## config.mk

```make
export PLATFORM = sky130hd
export DESIGN_NAME = msp_frame_receiver_top_flat
export DESIGN_NICKNAME = d
export VERILOG_FILES = /design/src/sv/msp_rx_pkg.sv /design/src/sv/msp_rx_in_if.sv /design/src/sv/msp_rx_out_if.sv /design/src/sv/msp_rx_step.sv /design/src/sv/msp_frame_receiver_top.sv /design/src/flat_wrapper.sv
export SDC_FILE = /design/constraint.sdc
export NUM_CORES = 1
export LEC_CHECK = 0
export CAP_MARGIN = 20
export CORE_UTILIZATION = 66
export CTS_BUF_LIST = sky130_fd_sc_hd__clkbuf_16
export CTS_CLUSTER_SIZE = 20
export DETAILED_ROUTE_END_ITERATION = 7
export DONT_BUFFER_PORTS = 1
export PLACE_DENSITY = 0.86
export SYNTH_ARGS = -nofsm -noshare
export SYNTH_HDL_FRONTEND = slang
export SYNTH_SLANG_ARGS = --single-unit
```

## constraint.sdc

```tcl
create_clock -name clk -period 3.6 [get_ports clk]
set_input_delay 0.72 -clock clk [delete_from_list [all_inputs] [get_ports clk]]
set_output_delay 0.72 -clock clk [all_outputs]
set_load 0.03 [all_outputs]
```

## src/sv/msp_rx_pkg.sv

```systemverilog
`timescale 1ns / 1ps

package msp_rx_pkg;

  localparam logic [2:0] PH_HUNT = 3'd0;
  localparam logic [2:0] PH_M    = 3'd1;
  localparam logic [2:0] PH_GT   = 3'd2;
  localparam logic [2:0] PH_SIZE = 3'd3;
  localparam logic [2:0] PH_CODE = 3'd4;
  localparam logic [2:0] PH_DATA = 3'd5;
  localparam logic [2:0] PH_CSUM = 3'd6;

  localparam logic [7:0] CH_DOLLAR = 8'h24;  // '$'
  localparam logic [7:0] CH_M      = 8'h4D;  // 'M'
  localparam logic [7:0] CH_GT     = 8'h3E;  // '>'

  localparam logic KIND_DATA = 1'b0;
  localparam logic KIND_END  = 1'b1;

  localparam logic [1:0] SZ_EXACT = 2'd0;
  localparam logic [1:0] SZ_SHORT = 2'd1;
  localparam logic [1:0] SZ_LONG  = 2'd2;

  typedef struct packed {
    logic [2:0] phase;
    logic [7:0] running_xor;
    logic [7:0] byte_count;
    logic [7:0] held_size;
    logic [7:0] held_code;
  } state_t;

  typedef struct packed {
    logic       kind;
    logic [7:0] data_byte;
    logic [7:0] data_index;
    logic [7:0] frame_code;
    logic [7:0] frame_size;
    logic       checksum_ok;
    logic [1:0] size_status;
    logic       last;
  } result_t;

endpackage

```

## src/sv/msp_rx_in_if.sv

```systemverilog
`timescale 1ns / 1ps

interface msp_rx_in_if;
  logic       valid;
  logic       ready;
  logic [7:0] rx_byte;

  modport source (output valid, output rx_byte, input ready);
  modport sink (input valid, input rx_byte, output ready);
endinterface

```

## src/sv/msp_rx_out_if.sv

```systemverilog
`timescale 1ns / 1ps

interface msp_rx_out_if;
  logic       valid;
  logic       ready;
  logic       kind;
  logic [7:0] data_byte;
  logic [7:0] data_index;
  logic [7:0] frame_code;
  logic [7:0] frame_size;
  logic       checksum_ok;
  logic [1:0] size_status;
  logic       last;

  modport source (output valid, output kind, output data_byte, output data_index,
                  output frame_code, output frame_size, output checksum_ok,
                  output size_status, output last, input ready);
  modport sink (input valid, input kind, input data_byte, input data_index,
                input frame_code, input frame_size, input checksum_ok,
                input size_status, input last, output ready);
endinterface

```

## src/sv/msp_rx_step.sv

```systemverilog
`timescale 1ns / 1ps

module msp_rx_step (
  input  msp_rx_pkg::state_t  st,
  input  logic [7:0]          rx_byte,
  input  logic [7:0]          buf_len,
  output msp_rx_pkg::state_t  st_nxt,
  output logic                emit,
  output msp_rx_pkg::result_t res
);
  import msp_rx_pkg::*;

  logic [2:0] restart_ph;
  logic [7:0] count_inc;

  assign restart_ph = (rx_byte == CH_DOLLAR) ? PH_M : PH_HUNT;
  assign count_inc  = st.byte_count + 8'd1;

  always_comb begin
    st_nxt          = st;
    emit            = 1'b0;
    res.kind        = KIND_DATA;
    res.data_byte   = 8'd0;
    res.data_index  = 8'd0;
    res.frame_code  = st.held_code;
    res.frame_size  = st.held_size;
    res.checksum_ok = 1'b0;
    res.size_status = SZ_EXACT;
    res.last        = 1'b0;

    unique case (st.phase)
      PH_M: begin
        st_nxt.phase = (rx_byte == CH_M) ? PH_GT : restart_ph;
      end
      PH_GT: begin
        st_nxt.phase = (rx_byte == CH_GT) ? PH_SIZE : restart_ph;
      end
      PH_SIZE: begin
        st_nxt.held_size   = rx_byte;
        st_nxt.running_xor = rx_byte;
        st_nxt.byte_count  = 8'd0;
        st_nxt.phase       = PH_CODE;
      end
      PH_CODE: begin
        st_nxt.held_code   = rx_byte;
        st_nxt.running_xor = st.running_xor ^ rx_byte;
        st_nxt.phase       = (st.held_size == 8'd0) ? PH_CSUM : PH_DATA;
      end
      PH_DATA: begin
        st_nxt.running_xor = st.running_xor ^ rx_byte;
        st_nxt.byte_count  = count_inc;
        // bytes past the caller's buffer still feed the checksum
        if (st.byte_count < buf_len) begin
          emit           = 1'b1;
          res.data_byte  = rx_byte;
          res.data_index = st.byte_count;
        end
        if (count_inc >= st.held_size) begin
          st_nxt.phase = PH_CSUM;
        end
      end
      PH_CSUM: begin
        emit            = 1'b1;
        res.kind        = KIND_END;
        res.last        = 1'b1;
        res.checksum_ok = (st.running_xor == rx_byte);
        if (st.held_size == buf_len) begin
          res.size_status = SZ_EXACT;
        end else if (st.held_size < buf_len) begin
          res.size_status = SZ_SHORT;
        end else begin
          res.size_status = SZ_LONG;
        end
        st_nxt.phase = PH_HUNT;
      end
      default: begin
        st_nxt.phase = restart_ph;
      end
    endcase
  end

endmodule

```

## src/sv/msp_frame_receiver_top.sv

```systemverilog
`timescale 1ns / 1ps
// Response-frame receiver: one received byte per item, at most one result per item.
// Latency: a result is valid on the cycle after its byte is accepted.
// Throughput: one byte per cycle; the output register lets the next byte in
// while a result waits, as long as that result is taken in the same cycle.
// Reset (rst_n low, synchronous): parser back to preamble hunt, running XOR,
// counters and held size/code cleared, buffer size register = 0, no result pending.

module msp_frame_receiver_top (
  input  logic               clk,
  input  logic               rst_n,
  input  logic               cfg_we,
  input  logic [7:0]         cfg_data,
  msp_rx_in_if.sink          in_chan,
  msp_rx_out_if.source       out_chan
);
  import msp_rx_pkg::*;

  logic [7:0] exp_size_r;
  state_t     st_r;
  state_t     st_nxt;
  logic       emit;
  result_t    res;
  result_t    res_r;
  logic       out_valid_r;
  logic       in_fire;

  assign in_chan.ready = !out_valid_r || out_chan.ready;
  assign in_fire       = in_chan.valid && in_chan.ready;

  msp_rx_step u_step (
    .st            (st_r),
    .rx_byte       (in_chan.rx_byte),
    .buf_len       (exp_size_r),
    .st_nxt        (st_nxt),
    .emit          (emit),
    .res           (res)
  );

  always_ff @(posedge clk) begin
    if (!rst_n) begin
      exp_size_r <= 8'd0;
    end else if (cfg_we) begin
      exp_size_r <= cfg_data;
    end
  end

  always_ff @(posedge clk) begin
    if (!rst_n) begin
      st_r        <= '0;
      out_valid_r <= 1'b0;
    end else if (in_fire) begin
      st_r        <= st_nxt;
      out_valid_r <= emit;
    end else if (out_chan.ready) begin
      out_valid_r <= 1'b0;
    end
  end

  always_ff @(posedge clk) begin
    if (in_fire) begin
      res_r <= res;
    end
  end

  assign out_chan.valid       = out_valid_r;
  assign out_chan.kind        = res_r.kind;
  assign out_chan.data_byte   = res_r.data_byte;
  assign out_chan.data_index  = res_r.data_index;
  assign out_chan.frame_code  = res_r.frame_code;
  assign out_chan.frame_size  = res_r.frame_size;
  assign out_chan.checksum_ok = res_r.checksum_ok;
  assign out_chan.size_status = res_r.size_status;
  assign out_chan.last        = res_r.last;

  a_csum_to_hunt: assert property (@(posedge clk) disable iff (!rst_n)
    in_fire && st_r.phase == PH_CSUM |=> st_r.phase == PH_HUNT && out_valid_r && res_r.last)
    else $error("checksum byte did not close the frame");

  a_count_in_range: assert property (@(posedge clk) disable iff (!rst_n)
    st_r.phase == PH_DATA |-> st_r.byte_count < st_r.held_size)
    else $error("payload count ran past frame size");

  a_data_in_buffer: assert property (@(posedge clk) disable iff (!rst_n)
    out_valid_r && res_r.kind == KIND_DATA |-> res_r.data_index < exp_size_r)
    else $error("data item outside expected size");

  a_stall_cause: assert property (@(posedge clk) disable iff (!rst_n)
    !in_chan.ready |-> out_valid_r && !out_chan.ready)
    else $error("input stalled without a pending result");

endmodule

```

## src/flat_wrapper.sv

```systemverilog
// flat-port wrapper written by rule: the top's interface ports become plain ports
module msp_frame_receiver_top_flat import msp_rx_pkg::*;
  (clk, rst_n, cfg_we, cfg_data, in_chan_valid, in_chan_rx_byte, in_chan_ready, out_chan_valid, out_chan_kind, out_chan_data_byte, out_chan_data_index, out_chan_frame_code, out_chan_frame_size, out_chan_checksum_ok, out_chan_size_status, out_chan_last, out_chan_ready);
  msp_rx_in_if in_chan_i ();
  msp_rx_out_if out_chan_i ();
  input  logic clk;
  input  logic rst_n;
  input  logic cfg_we;
  input  logic [7:0] cfg_data;
  input wire logic [$bits(in_chan_i.valid)-1:0] in_chan_valid;
  input wire logic [$bits(in_chan_i.rx_byte)-1:0] in_chan_rx_byte;
  output wire logic [$bits(in_chan_i.ready)-1:0] in_chan_ready;
  output wire logic [$bits(out_chan_i.valid)-1:0] out_chan_valid;
  output wire logic [$bits(out_chan_i.kind)-1:0] out_chan_kind;
  output wire logic [$bits(out_chan_i.data_byte)-1:0] out_chan_data_byte;
  output wire logic [$bits(out_chan_i.data_index)-1:0] out_chan_data_index;
  output wire logic [$bits(out_chan_i.frame_code)-1:0] out_chan_frame_code;
  output wire logic [$bits(out_chan_i.frame_size)-1:0] out_chan_frame_size;
  output wire logic [$bits(out_chan_i.checksum_ok)-1:0] out_chan_checksum_ok;
  output wire logic [$bits(out_chan_i.size_status)-1:0] out_chan_size_status;
  output wire logic [$bits(out_chan_i.last)-1:0] out_chan_last;
  input wire logic [$bits(out_chan_i.ready)-1:0] out_chan_ready;
  assign in_chan_i.valid = in_chan_valid;
  assign in_chan_i.rx_byte = in_chan_rx_byte;
  assign in_chan_ready = in_chan_i.ready;
  assign out_chan_valid = out_chan_i.valid;
  assign out_chan_kind = out_chan_i.kind;
  assign out_chan_data_byte = out_chan_i.data_byte;
  assign out_chan_data_index = out_chan_i.data_index;
  assign out_chan_frame_code = out_chan_i.frame_code;
  assign out_chan_frame_size = out_chan_i.frame_size;
  assign out_chan_checksum_ok = out_chan_i.checksum_ok;
  assign out_chan_size_status = out_chan_i.size_status;
  assign out_chan_last = out_chan_i.last;
  assign out_chan_i.ready = out_chan_ready;
  msp_frame_receiver_top u_core (.clk(clk), .rst_n(rst_n), .cfg_we(cfg_we), .cfg_data(cfg_data), .in_chan(in_chan_i), .out_chan(out_chan_i));
endmodule
```

; Yosys cells after proc, flatten, opt, wreduce, memory -nomap -nowiden
; Index checks and enable logic that the tools add are counted.
; W data, S select, Z words.
[totals]
reg_bits = 81
input_bits = 21
out_inout_bits = 39
[classes]
magnitude_cmp = 3
reduce_logical = 15
bitwise_logic = 2
eq_ne = 12
addsub = 1
mux = 15
[ops]
columns = operator, n
row1 = $pmux W8 S2, 2
row2 = $pmux W3 S6, 1
row3 = $eq A8 B6 Y1 const B, 2
row4 = $eq A8 B8 Y1, 2
row5 = $lt A8 B8 Y1, 2
row6 = $reduce_and A2 Y1, 6
row7 = $eq A3 B3 Y1 const B, 3
row8 = $add A8 B1 Y8 const B, 1
row9 = $eq A8 B7 Y1 const B, 1
row10 = $ge A8 B8 Y1, 1
row11 = $logic_not A8 Y1, 1
row12 = $mux W2, 4
row13 = $xor A8 B8 Y8, 1
row14 = $eq A3 B2 Y1 const B, 2
row15 = $mux W1, 6
row16 = $reduce_bool A2 Y1, 3
row17 = $reduce_or A2 Y1, 2
row18 = $eq A3 B1 Y1 const B, 1
row19 = $mux W3, 1
row20 = $ne A2 B2 Y1 const B, 1
row21 = $pmux W1 S2, 1
row22 = $logic_and A1 B1 Y1, 1
row23 = $logic_not A1 Y1, 1
row24 = $logic_or A1 B1 Y1, 1
row25 = $not A1 Y1, 1

; Depth between registers and ports, before layout
[logic_depth]
ltp_word = 4
ltp_mapped = 10
depth_no_buf = 10

; Cells and area by module
; Synthesis repeated with hierarchy kept, for this count alone.
[hier_totals]
cells_unflattened = 479
area_unflattened_um2 = 4672.0
[by_module_without_submodules]
columns = module, cells_each, area_per_inst_um2, seq_area_each_um2, n_inst
row1 = msp_frame_receiver_top, 220, 2892.8, 1991.9, 1
row2 = msp_rx_step, 259, 1779.2, 0.0, 1

; Worst setup path before layout
; OpenSTA, ideal clock, no wires.
[synth_timing]
kind = in2reg
start = input port out_chan_ready
end = register u_core.st_r[10] (netlist name)
n_path_buf = 0
setup_slack_ps = 879
arrival_ps = 2589
setup_ps = 132
t_required_ps = 3468
cell_stages = 6
path_cell_list = nand2b_1 -> nand2_1 -> inv_1 -> nand3_1 -> nand2_1 -> a21oi_1
[synth_between]
elab_chain_len = 3
[synth_lines]
columns = element, line
row1 = "start, declared", flat_wrapper.sv:22  ; input wire logic [$bits(out_chan_i.ready)-1:0] out_chan_ready;
row2 = $logic_or A1 B1 Y1, msp_frame_receiver_top.sv:28  ; assign in_chan.ready = !out_valid_r || out_chan.ready;
row3 = $logic_and A1 B1 Y1, msp_frame_receiver_top.sv:29  ; assign in_fire = in_chan.valid && in_chan.ready;
row4 = named net u_core.in_fire, msp_frame_receiver_top.sv:26  ; logic in_fire;
row5 = $reduce_and A2 Y1 (no line), n/a
row6 = "end signal, assigned", msp_frame_receiver_top.sv:53  ; st_r <= st_nxt;
row7 = "end, declared", msp_frame_receiver_top.sv:20  ; state_t st_r;
; The timed path passes the listed nets, and every way through them passes these cells.
; A chain may end at the register's enable or synchronous reset.

; Final worst setup path
[layout_timing]
start = register u_core.st_r[18] (netlist name)
end = register u_core.st_r[32] (netlist name)
[layout_between]
elab_chain_len = 4
[layout_lines]
columns = element, line
row1 = $add A8 B1 Y8, msp_rx_step.sv:17  ; assign count_inc = st.byte_count + 8'd1;
row2 = $ge A8 B8 Y1, msp_rx_step.sv:58  ; if (count_inc >= st.held_size) begin
row3 = $ne A2 B2 Y1 (no line), n/a
row4 = $reduce_and A2 Y1 (no line), n/a
; Every way passes these cells.

==> impl_summary.txt <==
----------------------------------------------------
[Outcome]
  Result of the run ... complete, no violations

[Routing]
  Total iterations of the first detailed-routing run ... 6
  Routed wire length ... between 9000 and 10000 µm
  DRC violations left ... 0
  Average wire per standard cell ... 19.26 µm
  Count of nets left with antenna violations after detail routing ... 0
  Vias post-DR ... 3027
  Vias per std cell ... 6.373
  Violation count after the first detailed-route iteration ... ~300

[Yosys]
  Nets in the synthesized netlist ... approximately 450
  Area share of the largest cell type after synthesis ... 27.44%
  Number of enable flip-flop cells after synthesis ... 36
  Area leader, netlist ... edfxtp_1
  Post-synthesis cell count ... 408
  Fraction of registers with async set or reset after synthesis ... 0%
  Largest cells by area after synthesis ... edfxtp_1 27%, dfxtp_1 22%, ha_1 7.6%, nand2_1 4.5%, mux2i_1 4.1%
  Share of the yosys chip area belonging to registers ... ~50%
  Synth Flop Type ... dfxtp_1
  Count leader, synth ... nand2_1
  Top cells by count, synth ... 47 x nand2_1, 44 x dfxtp_1, 42 x nor2_1
  YS warnings ... 0
  Mapped cell area ... 3940 µm²
  Number of storage elements in the synthesis netlist ... 80
  Unique cell type count in the Yosys netlist ... 46
  Average instance area after synthesis ... just under 10 µm²

[Global routing]
  Largest net degree at the start of global routing ... 37
  Sum of overflow across all layers after global routing ... 0
  Initial antenna violation count ... 0
  First-pass GRT wire length ... 14580 µm
  Combined global-route utilization of all metal layers ... between 30% and 40%
  Via count of the first global-routing pass ... 2872

[Worst setup path]
  Count of buffering cells on the critical path with inverters included ... 0
  Maximum fanout along the worst path ... 8
  Element type at the critical path start ... flop
  Crit-path most repeated cell ... and3_1
  Type of the worst setup path ... flop to flop
  Req. time, crit path ... 3.88 ns
  Data arrival at the endpoint of the critical path ... 2.99 ns
  Sequence of cells on the critical path ... and3_1, and3_1, nand3_1, xnor2_1, ha_1, and3_1, a211oi_1, a31oi_2, a31oi_1, o21a_1
  Cell type group with the largest total delay on the critical path ... compound AO/OA/AOI/OAI gates
  Slowest-stage cell, CP ... dfxtp_1
  Capturing element type of the critical path ... flop
  Delay of the slowest critical-path stage ... 0.45 ns

[Layout]
  Fraction of final layout cells with drive strength greater than 1 ... 4.963%
  Area occupied by registers ... 1962 µm²
  Total of fill cells in the finished design ... 357
  Area of the multi-input gates ... approximately 1800 µm²
  Relative area change from synthesis to final layout ... 7.113%
  Ant diodes ... 0
  Filler-free cell count of the finished design ... 475
  NumNets Final ... 443

[Clock network]
  Number of buffers between clock root and the deepest sink ... 2
  Clock sink count ... 80
  Post CTS Setup Buffer Count ... 0
  Post-CTS sizing ... 0
  CTS buffer count ... 9
  TritonCTS clock tree ... yes
  CTS Hold Buffers Added ... 0
  Clock latency reported for the late side of the worst-skew pair ... 0.34 ns
  Clock transition time at the flip-flop clock pins of the worst setup and hold paths ... 0.06 ns
  Number of levels the H-tree was split into ... 3
  CTS root buffer ... clkbuf_16

[Floorplanning]
  Die height ... 79.27 µm
  IO Pins ... 60
  Starting density of the core ... 69.84%
  Overall die area ... ~6300 µm²
  Number of placement rows ... 27
  Core Footprint ... 5642 µm²
  Die span in x ... 79.27 µm

[STA]
  Final period utilization ... 75.20%
  Final count of negative-setup-slack endpoints ... 0
  RSZ-0062 raised after global routing ... no
  Clock period minus worst slack ... 2.707 ns
  Max_slew headroom ... about 40%
  Setup TNS ... 0 ns
  Setup Skew ... between 0.004 and 0.005 ns
  Number of max-slew violations in the final report ... 0
  Worst Tran Pin Value ... 0.8773 ns
  Final number of hold-violating endpoints ... 0
  Maximum clock frequency ... between 300 and 400 MHz

[Power and ir drop]
  Leakage ... 1.689 nW
  Pwr dens ... approximately 470 nW/µm²
  Max VDD drop ... between 0.0003 and 0.0004 V

[Placed design]
  Half-perimeter wire length of the detailed placement result ... a little over 6000 µm
  Last weighted congestion value of the routability-driven placer ... 0.8950
  Total placed cells including tap cells ... 459
  Number of I/O port buffers ... 0

[Hold path]
  Worst min-delay path class ... flop to flop

[Run]
  Max-capacitance violation count ... 0

----------------------------------------------------
==> stage by stage <==
step	util, %	hold WS (ns)	setup WS [ns]	area, µm²	total power [mW]
CTS	74.81	0.4406	0.9272	4220	1.964
global placement	69.68	0.4132	1.123	3931	1.093
detailed placement	69.68	0.4266	0.9521	3931	1.098
global route	74.81	0.4415	0.7589	4220	2.017
finish	74.81	0.4384	0.8927	4220	1.968
floorplan	-	0.4080	0.8792	3940	1.093
==> where the power goes <==
part,total (mW),internal (mW),switching (mW)
Clock,0.887,0.530,0.357
Combinational,0.0714,0.0285,0.0429
Sequential,1.01,0.968,0.0410
Total,1.97,1.53,0.441
==> registers in the layout, indices dropped and copies added (netlist names), 2 cells and up <==
register,count
u_core.st_r,35
u_core.out_chan.data_byte,8
u_core.out_chan.size_status,2
u_core.out_chan.frame_code,8
u_core.out_chan.frame_size,8
u_core.exp_size_r,8
u_core.out_chan.data_index,8
==> routing by layer <==
metal	global-route usage (%)	wire, µm	vias to the layer above
met2	50.60	4429	170
li1	-	-	1404
met4	14.18	261	0
met5	0	0	-
met1	40.19	3720	1419
met3	5.747	735	34
==> area by class of cell <==
cell class	instances	area share, %
sequential	80	46.49
multi-input combinational	287	42.57
clock buffer	9	5.336
tap	72	2.135
inverter	18	1.601
clock inverter	7	1.512
timing repair buffer	2	0.3558
==> logic make-up (layout without fill, tap and decap cells) <==
logic type | count (synthesis) | in the layout | synth area share (%)
buffers and inverters | 41 | 36 | 4.605
AND/OR/NAND/NOR | 152 | 152 | 18.80
AO/OA/AOI/OAI | 81 | 81 | 12.00
XOR/XNOR | 14 | 14 | 3.112
multiplexers | 16 | 16 | 4.065
flip-flops | 80 | 80 | 49.79
adder cells (fa/ha/maj) | 24 | 24 | 7.622
==> cells in the final DEF, fill, tap and decap left out, types with 4 or more instances in the layout <==
master / synthesis / routed
and2_1: 17 / 17
o21ai_0: 7 / 7
nand2b_1: 4 / 4
and3_1: 4 / 4
nor4_1: 4 / 4
dfxtp_1: 44 / 44
edfxtp_1: 36 / 36
xor2_1: 6 / 6
o21a_1: 4 / 4
xnor2_1: 8 / 8
inv_1: 17 / 18
nand3_1: 7 / 7
clkbuf_16: 0 / 9
nor2b_1: 5 / 5
o21ai_1: 19 / 19
nand4_1: 6 / 6
a21oi_1: 30 / 30
a21o_1: 7 / 7
nor2_1: 42 / 42
ha_1: 24 / 24
mux2i_1: 16 / 16
nand2_1: 47 / 47
==> path summary, 6_finish.rpt <==
| path | to | cells after the start | slack (ns) | startpoint |
|---|---|---|---|---|
| max | u_core.st_r[32] | 10 | 0.89 | u_core.st_r[18] |
| min | u_core.out_chan.frame_code[2] | 0 | 0.44 | u_core.st_r[2] |
| max reg2reg | u_core.st_r[32] | 10 | 0.89 | u_core.st_r[18] |
| min reg2reg | u_core.out_chan.frame_code[2] | 0 | 0.44 | u_core.st_r[2] |
Power figures use the tool's default switching activity.
